`config.mk`:
```
export PLATFORM = sky130hd
export DESIGN_NAME = josephus_elimination_order
export DESIGN_NICKNAME = d
export VERILOG_FILES = /design/src/jos_pkg.sv /design/src/jos_cell.sv /design/src/josephus_elimination_order.sv
export SDC_FILE = /design/constraint.sdc
export NUM_CORES = 1
export LEC_CHECK = 0
export BUFFER_PORTS_ARGS = -buffer_cell sky130_fd_sc_hd__buf_2
export CORE_UTILIZATION = 57
export CTS_BUF_LIST = sky130_fd_sc_hd__clkbuf_4 sky130_fd_sc_hd__clkbuf_8 sky130_fd_sc_hd__clkbuf_16
export DETAILED_ROUTE_END_ITERATION = 8
export GPL_ROUTABILITY_DRIVEN = 0
export GPL_TIMING_DRIVEN = 0
export HOLD_SLACK_MARGIN = 0.06
export PLACE_DENSITY = 0.85
export RECOVER_POWER = 25
export SLEW_MARGIN = 10
export SYNTH_ARGS = -nofsm -noshare
export SYNTH_HDL_FRONTEND = slang
export SYNTH_SLANG_ARGS = --single-unit
```
`constraint.sdc`:
```
create_clock -name clk -period 2.5 [get_ports clk]
set_input_delay 0.25 -clock clk [delete_from_list [all_inputs] [get_ports clk]]
set_output_delay 0.25 -clock clk [all_outputs]
set_load 0.02 [all_outputs]
```
`src/jos_pkg.sv`:
```
// shared constants and types for the josephus elimination order block
package jos_pkg;

    localparam int MAX_PEOPLE = 64;
    localparam int IDX_W      = (MAX_PEOPLE > 1) ? $clog2(MAX_PEOPLE) : 1;
    localparam int COUNT_W    = $clog2(MAX_PEOPLE + 1);
    localparam int RING_W     = 7;
    localparam int STEP_W     = 12;
    localparam int PERSON_W   = 7;

    // control broadcast to every cell of the ring
    typedef struct packed {
        logic load;   // take the initial person number
        logic shift;  // move one place toward the head
        logic wrap;   // the tail cell takes the head instead of its neighbor
    } cell_ctrl_t;

    typedef enum logic [1:0] {
        S_IDLE = 2'b01,
        S_RUN  = 2'b10
    } state_t;

endpackage

```
`src/jos_cell.sv`:
```
// one place of the rotating ring of living people
module jos_cell (
    input  logic                            clk,
    input  jos_pkg::cell_ctrl_t             ctrl,
    input  logic                            is_tail,
    input  logic [jos_pkg::PERSON_W-1:0]    load_value,
    input  logic [jos_pkg::PERSON_W-1:0]    right_value,
    input  logic [jos_pkg::PERSON_W-1:0]    head_value,
    output logic [jos_pkg::PERSON_W-1:0]    value
);
    import jos_pkg::*;

    logic [PERSON_W-1:0] value_reg;
    logic [PERSON_W-1:0] value_next;

    always_comb
    begin
        value_next = value_reg;
        if (ctrl.load)
        begin
            value_next = load_value;
        end
        else if (ctrl.shift)
        begin
            value_next = (ctrl.wrap && is_tail) ? head_value : right_value;
        end
    end

    always_ff @(posedge clk)
    begin
        value_reg <= value_next;
    end

    assign value = value_reg;

endmodule

```
`src/josephus_elimination_order.sv`:
```
// top level: josephus elimination order over a rotating chain of person cells
//
//   channel | signals                          | word
//   --------+----------------------------------+-------------------------------
//   in      | in_valid in_ready                | ring_size, step_count
//   out     | out_valid out_ready              | person, is_survivor
//
// a run loads the ring, then every removal makes m-1 rotations of the chain
//   and one removal; the step counter against the chain sets this
// one run at a time: in_ready is high only between runs
// a removal waits while the output register holds a word not yet taken
// reset clears the state machine and the output valid; cells need no reset
module josephus_elimination_order (
    input  logic                            clk,
    input  logic                            rst_n,
    input  logic                            in_valid,
    output logic                            in_ready,
    input  logic [jos_pkg::RING_W-1:0]      ring_size,
    input  logic [jos_pkg::STEP_W-1:0]      step_count,
    output logic                            out_valid,
    input  logic                            out_ready,
    output logic [jos_pkg::PERSON_W-1:0]    person,
    output logic                            is_survivor
);
    import jos_pkg::*;

    state_t               state_reg, state_next;
    logic [COUNT_W-1:0]   live_reg, live_next;     // living people in the chain
    logic [STEP_W-1:0]    step_reg, step_next;     // step count, zero taken as one
    logic [STEP_W-1:0]    cnt_reg, cnt_next;       // count of the person at the head
    logic                 out_valid_reg, out_valid_next;
    logic [PERSON_W-1:0]  person_reg, person_next;
    logic                 survivor_reg, survivor_next;

    cell_ctrl_t           ctrl;
    logic [PERSON_W-1:0]  cell_value [MAX_PEOPLE];
    logic [IDX_W-1:0]     tail_idx;
    logic [COUNT_W-1:0]   ring_n;
    logic                 out_free;
    logic                 in_take;

    // clamp the ring size into 1..MAX_PEOPLE
    always_comb
    begin
        if (ring_size == '0)
        begin
            ring_n = COUNT_W'(1);
        end
        else if (ring_size > RING_W'(MAX_PEOPLE))
        begin
            ring_n = COUNT_W'(MAX_PEOPLE);
        end
        else
        begin
            ring_n = COUNT_W'(ring_size);
        end
    end

    assign tail_idx = IDX_W'(live_reg - COUNT_W'(1));
    assign out_free = !out_valid_reg || out_ready;
    assign in_ready = (state_reg == S_IDLE);
    assign in_take  = in_valid && in_ready;

    always_comb
    begin
        state_next     = state_reg;
        live_next      = live_reg;
        step_next      = step_reg;
        cnt_next       = cnt_reg;
        out_valid_next = out_valid_reg && !out_ready;
        person_next    = person_reg;
        survivor_next  = survivor_reg;
        ctrl           = '0;

        case (state_reg)
            S_IDLE:
            begin
                if (in_take)
                begin
                    ctrl.load  = 1'b1;
                    live_next  = ring_n;
                    step_next  = (step_count == '0) ? STEP_W'(1) : step_count;
                    cnt_next   = STEP_W'(1);
                    state_next = S_RUN;
                end
            end
            S_RUN:
            begin
                if (live_reg == COUNT_W'(1))
                begin
                    // lone person left at the head is the survivor
                    if (out_free)
                    begin
                        out_valid_next = 1'b1;
                        person_next    = cell_value[0];
                        survivor_next  = 1'b1;
                        state_next     = S_IDLE;
                    end
                end
                else if (cnt_reg == step_reg)
                begin
                    // remove the head, the chain closes up behind it
                    if (out_free)
                    begin
                        out_valid_next = 1'b1;
                        person_next    = cell_value[0];
                        survivor_next  = 1'b0;
                        ctrl.shift     = 1'b1;
                        live_next      = live_reg - COUNT_W'(1);
                        cnt_next       = STEP_W'(1);
                    end
                end
                else
                begin
                    // head moves to the tail, next person counted
                    ctrl.shift = 1'b1;
                    ctrl.wrap  = 1'b1;
                    cnt_next   = cnt_reg + STEP_W'(1);
                end
            end
            default:
            begin
                state_next = S_IDLE;
            end
        endcase
    end

    // chain of cells, cell 0 is the head
    for (genvar i = 0; i < MAX_PEOPLE; i++)
    begin : g_cell
        logic [PERSON_W-1:0] right_value;

        if (i == MAX_PEOPLE - 1)
        begin : g_end
            assign right_value = '0;
        end
        else
        begin : g_mid
            assign right_value = cell_value[i + 1];
        end

        jos_cell u_cell (
            .clk         (clk),
            .ctrl        (ctrl),
            .is_tail     (tail_idx == IDX_W'(i)),
            .load_value  (PERSON_W'(i + 1)),
            .right_value (right_value),
            .head_value  (cell_value[0]),
            .value       (cell_value[i])
        );
    end

    always_ff @(posedge clk or negedge rst_n)
    begin
        if (!rst_n)
        begin
            state_reg     <= S_IDLE;
            live_reg      <= '0;
            step_reg      <= '0;
            cnt_reg       <= '0;
            out_valid_reg <= 1'b0;
        end
        else
        begin
            state_reg     <= state_next;
            live_reg      <= live_next;
            step_reg      <= step_next;
            cnt_reg       <= cnt_next;
            out_valid_reg <= out_valid_next;
        end
    end

    always_ff @(posedge clk)
    begin
        person_reg   <= person_next;
        survivor_reg <= survivor_next;
    end

    assign out_valid   = out_valid_reg;
    assign person      = person_reg;
    assign is_survivor = survivor_reg;

endmodule

```
==> results.sh, run 1 <==
export IMPL_outcome="did not finish"
export IMPL_lastStage="global routing"
export IMPL_error_line="[ERROR GRT-0232] Routing congestion too high. Check the congestion heatmap in the GUI."
export IMPL_synth_area_leader_cell="dfxtp_1"
export IMPL_synthCells=2563
export IMPL_netlist_area_leader_share_pct=40.04
export IMPL_grt_usage_pct=75.29
export IMPL_clock_path_buffers=3
export IMPL_dieHeight_um=200.2
export IMPL_yosysMostFrequentCell="dfxtp_1"
export IMPL_io_pins=33
export IMPL_htreeDepth=2
export IMPL_syn_area_per_cell_sq_um=8.740
export IMPL_place_port_buffers=32
export IMPL_syn_area_sq_um=22400
export IMPL_cts_buffers=50
export IMPL_num_rows=72
export IMPL_synth_edf_count=8
export IMPL_synth_fp_nets=2592
export IMPL_cts_root_buf="clkbuf_16"
export IMPL_ys_seq_area_share_pct=44.91
export IMPL_dp_cells=3113
export IMPL_post_dp_hpwl_um=60450
export IMPL_ys_flop_type="dfxtp_1"
export IMPL_synth_seq_cells=490
export IMPL_cts_sinks=490
export IMPL_grt_max_degree=35
export IMPL_synth_area_leaders="dfxtp_1 (40%), mux2i_1 (11%), a21oi_1 (8.4%)"
export IMPL_dieWidth_um=200.2
export IMPL_ys_warn_count=0
export IMPL_yosys_top_cells_count="dfxtp_1 (448), a21oi_1 (377), o21ai_0 (347), mux2i_1 (255), clkbuf_1 (203)"
export IMPL_grt_overflow=160
export IMPL_async_flop_share_pct=6.939
export IMPL_synthDistinctLibCells=74
export IMPL_floorplan_initialDensity_pct=57.83
## cell families after synthesis
family,share of synthesized area (%)
muxes,11.49
AOI/OAI and AO/OA,22.69
DFF,44.91
adders and majority gates,0.3351
xor gates and xnor gates,0.7373
buffers and inverters,4.753
and+or+nand+nor,15.08
## routing by layer
layer  GRT overflow  track usage (%)
met1             12            75.21
met5              0            47.50
met4             55            71.29
met2             83            84.98
met3             10            68.86
## through the flow
stage / util, % / TNS, ps / cell area (sq um) / hold slack, ps / setup WS (ps)
after floorplan: - / -89.32 / 22420 / -45.59 / -32.87
after global placement: 59.96 / -458550 / 23230 / 354.1 / -1272
after detailed placement: 59.98 / -322970 / 23240 / 368.9 / -944.5
after CTS: 69.73 / -357.1 / 27010 / 74.75 / -41.88
## repair_timing
action	in CTS
setup endpoints to repair	490
gates resized for setup	329
setup buffers	89
hold buffers	18
gates cloned	1
endpoints found under the hold margin	50
pin swaps	64
==> run 2, diff against run 1 <==
--- a/config.mk
+++ b/config.mk
@@ -6,13 +6,11 @@
 export NUM_CORES = 1
 export LEC_CHECK = 0
 export BUFFER_PORTS_ARGS = -buffer_cell sky130_fd_sc_hd__buf_2
-export CORE_UTILIZATION = 57
-export CTS_BUF_LIST = sky130_fd_sc_hd__clkbuf_4 sky130_fd_sc_hd__clkbuf_8 sky130_fd_sc_hd__clkbuf_16
+export CORE_UTILIZATION = 40
 export DETAILED_ROUTE_END_ITERATION = 8
 export GPL_ROUTABILITY_DRIVEN = 0
 export GPL_TIMING_DRIVEN = 0
-export HOLD_SLACK_MARGIN = 0.06
-export PLACE_DENSITY = 0.85
+export PLACE_DENSITY_LB_ADDON = 0.15
 export RECOVER_POWER = 25
 export SLEW_MARGIN = 10
 export SYNTH_ARGS = -nofsm -noshare
==> constraint.sdc (replaced) <==
create_clock -name clk -period 3.2 [get_ports clk]
set_input_delay 0.32 -clock clk [delete_from_list [all_inputs] [get_ports clk]]
set_output_delay 0.32 -clock clk [all_outputs]
set_load 0.02 [all_outputs]
==> run 2 against run 1 <==
  * The flow now finishes, with violations (capacitance limit, slew limit, setup timing)
  * Area after synthesis is the same
  * Synthesized cell count is the same
==> results.sh, run 2 <==
export IMPL_cts_tree="built"
export IMPL_fin_crit_sh_pct=106.3
export IMPL_grt_util_met1_pct=44.98
export IMPL_max_slew_worst_pin_slew_ps=1924
export IMPL_layout_commonest_cell="dfxtp_1"
export IMPL_synth_area_leaders="dfxtp_1 (40%), mux2i_1 (11%), a21oi_1 (8.4%)"
export IMPL_dieHeight_um=238.7
export IMPL_rsz0062_at_grt="true"
export IMPL_mostFrequentLayoutCells="dfxtp_1 (448), a21oi_1 (375), o21ai_0 (347)"
export IMPL_worstSkewPairLatency_ps=640
export IMPL_ys_seq_area_share_pct=44.91
export IMPL_place_port_buffers=32
export IMPL_vias_per_cell=6.447
export IMPL_clock_fmax_ghz=0.2940
export IMPL_ys_flop_type="dfxtp_1"
export IMPL_vdd_ir_drop_max_mv=0.4758
export IMPL_syn_area_per_cell_sq_um=8.740
export IMPL_synthDistinctLibCells=74
export IMPL_start_kind="flop"
export IMPL_worst_path_max_fanout=10
export IMPL_area_growth_pct=15.92
export IMPL_drv_slew=35
export IMPL_die_area_sq_um=56950
export IMPL_grt_pass1_wl_um=141700
export IMPL_num_rows=86
export IMPL_coreArea_sq_um=55200
export IMPL_power_density_nw_per_um2=1088
export IMPL_fin_nets=2722
export IMPL_critPathKind="reg2reg"
export IMPL_cp_required_ps=3760
export IMPL_grt_overflow=0
export IMPL_syn_area_sq_um=22400
export IMPL_grtUsageMet3_pct=9.261
export IMPL_power_leakage_uw=0.01070
export IMPL_grt_busiest_layer="met2"
export IMPL_yosysMostFrequentCell="dfxtp_1"
export IMPL_final_antenna_net_count=0
export IMPL_fin_worst_skew_ps=29.26
export IMPL_ys_warn_count=0
export IMPL_path_common_cell="and2_1"
export IMPL_dr_pass1_iters=8
export IMPL_slew_headroom_pct=-28.24
export IMPL_antenna_found_initial=1
export IMPL_grt_pass1_vias=20890
export IMPL_htreeDepth=2
export IMPL_drtIter0Drc=3307
export IMPL_period_needed_ps=3401
export IMPL_cts_sinks=490
export IMPL_hold_path_class="in2reg"
export IMPL_synth_seq_cells=490
export IMPL_violations="capacitance limit, slew limit, setup timing"
export IMPL_drc=0
export IMPL_wl_um=98570
export IMPL_synth_edf_count=8
export IMPL_outcome="finished, violations left"
export IMPL_via_count=22440
export IMPL_drive_above_1_share_pct=10.68
export IMPL_netlist_area_leader_share_pct=40.04
export IMPL_power_uw=28260
export IMPL_yosys_top_cells_count="dfxtp_1 (448), a21oi_1 (377), o21ai_0 (347), mux2i_1 (255), clkbuf_1 (203)"
export IMPL_endpoint_kind="flop"
export IMPL_critPathArrivalTime_ps=3960
export IMPL_hold_viol=0
export IMPL_cts_buffers=54
export IMPL_crit_path_max_incr_delay_ps=910
export IMPL_setup_slack_ps=-201.1
export IMPL_wl_per_cell_um=28.32
export IMPL_synth_area_leader_cell="dfxtp_1"
export IMPL_path_clk_slew_ps=60
export IMPL_largest_reg_flops=448
export IMPL_grt_max_degree=35
export IMPL_setup_viol=11
export IMPL_cap_viol_max_count=1
export IMPL_cp_slowest_cell="and2_1"
export IMPL_cts_root_buf="clkbuf_16"
export IMPL_io_pins=33
export IMPL_use_met2_pct=48.42
export IMPL_clock_path_buffers=3
export IMPL_post_dp_hpwl_um=68250
export IMPL_synthCells=2563
export IMPL_async_flop_share_pct=6.939
export IMPL_n_antenna_cell=0
export IMPL_final_util_pct=47.04
export IMPL_grt_usage_pct=33.82
export IMPL_dieWidth_um=238.7
export IMPL_cp_cell_sequence="clkbuf_1, and2_1, and2_1, nand4_1, nand2b_1, a21oi_1"
export IMPL_floorplan_initialDensity_pct=40.58
export IMPL_synth_fp_nets=2592
## run 2: cell counts after synthesis
Identical to the previous run, type by type.
## run 2: repair_timing
item	4_1_cts	5_1_grt
endpoints found under the hold margin	45	0
resized for setup	47	68
hold buffers	13	0
setup buffers	15	14
gates cloned	0	0
setup endpoints to repair	319	323
pin swaps	7	9
## run 2: cell families after synthesis
logic type | share of synthesized area, %
flip-flops | 44.91
AO/OA/AOI/OAI | 22.69
multiplexers | 11.49
XOR/XNOR | 0.7373
AND/OR/NAND/NOR | 15.08
buffers and inverters | 4.753
adder cells (fa/ha/maj) | 0.3351
## run 2: path summary, 6_finish.rpt
| kind | cells after the start | startpoint | slack (ps) | to |
|---|---|---|---|---|
| min reg2reg | 0 | g_cell[0].u_cell.value[1] | 430 | person[1] |
| max | 6 | g_cell[0].u_cell.value[1] | -200 | g_cell[37].u_cell.value[1] |
| min | 3 | ring_size[4] | 40 | live_reg[4] |
| min in group asynchronous | 2 | rst_n | 780 | step_reg[1] |
| max in group asynchronous | 2 | rst_n | 1310 | cnt_reg[3] |
| max reg2reg | 6 | g_cell[0].u_cell.value[1] | -200 | g_cell[37].u_cell.value[1] |
## run 2: where the power goes
part | leakage (uW) | internal, uW | switching (uW) | total [uW]
clock network | 0.000845 | 3570 | 2660 | 6220
registers | 0.00421 | 8500 | 1340 | 9840
logic | 0.00564 | 3390 | 8810 | 12200
## run 2: through the flow
step	setup TNS [ps]	area (sq um)	setup WS, ps	instances	hold WS, ps
4_1_cts	-125.7	25690	-56.32	3468	26.42
3_5_place_dp	-51280	23550	-560.5	3346	418.6
6_report	-837.1	25970	-201.1	3481	35.56
3_3_place_gp	-256380	23500	-878.9	3343	433.4
5_1_grt	-7.145	25970	-5.715	3481	66.93
2_1_floorplan	0	22400	440.6	2563	24.41
## run 2: area by class of cell
cell class / count / area (sq um)
Fill cell: 5322 / 29230
Multi-Input combinational cell: 1812 / 11590
Sequential cell: 490 / 10060
Clock buffer: 84 / 1597
Buffer: 246 / 1059
Tap cell: 748 / 935.9
Timing Repair Buffer: 77 / 561.8
Clock inverter: 12 / 113.9
Inverter: 12 / 45.04
## run 2: per-layer routing
layer	share of wire, %	routed length (um)	vias up
li1	-	-	9703
met1	40	39480	10880
met2	41	40250	1517
met3	12	12090	344
met4	6.8	6751	0
met5	0	0	-
## run 2: critical path, delay by kind of cell, from the launching register on
family / cells / cell delay, ps
simple gates: 4 / 1980
buf+inv: 1 / 870
flops: 1 / 320
compound gates: 1 / 160
Note: power is estimated with default switching activity, not from simulation.
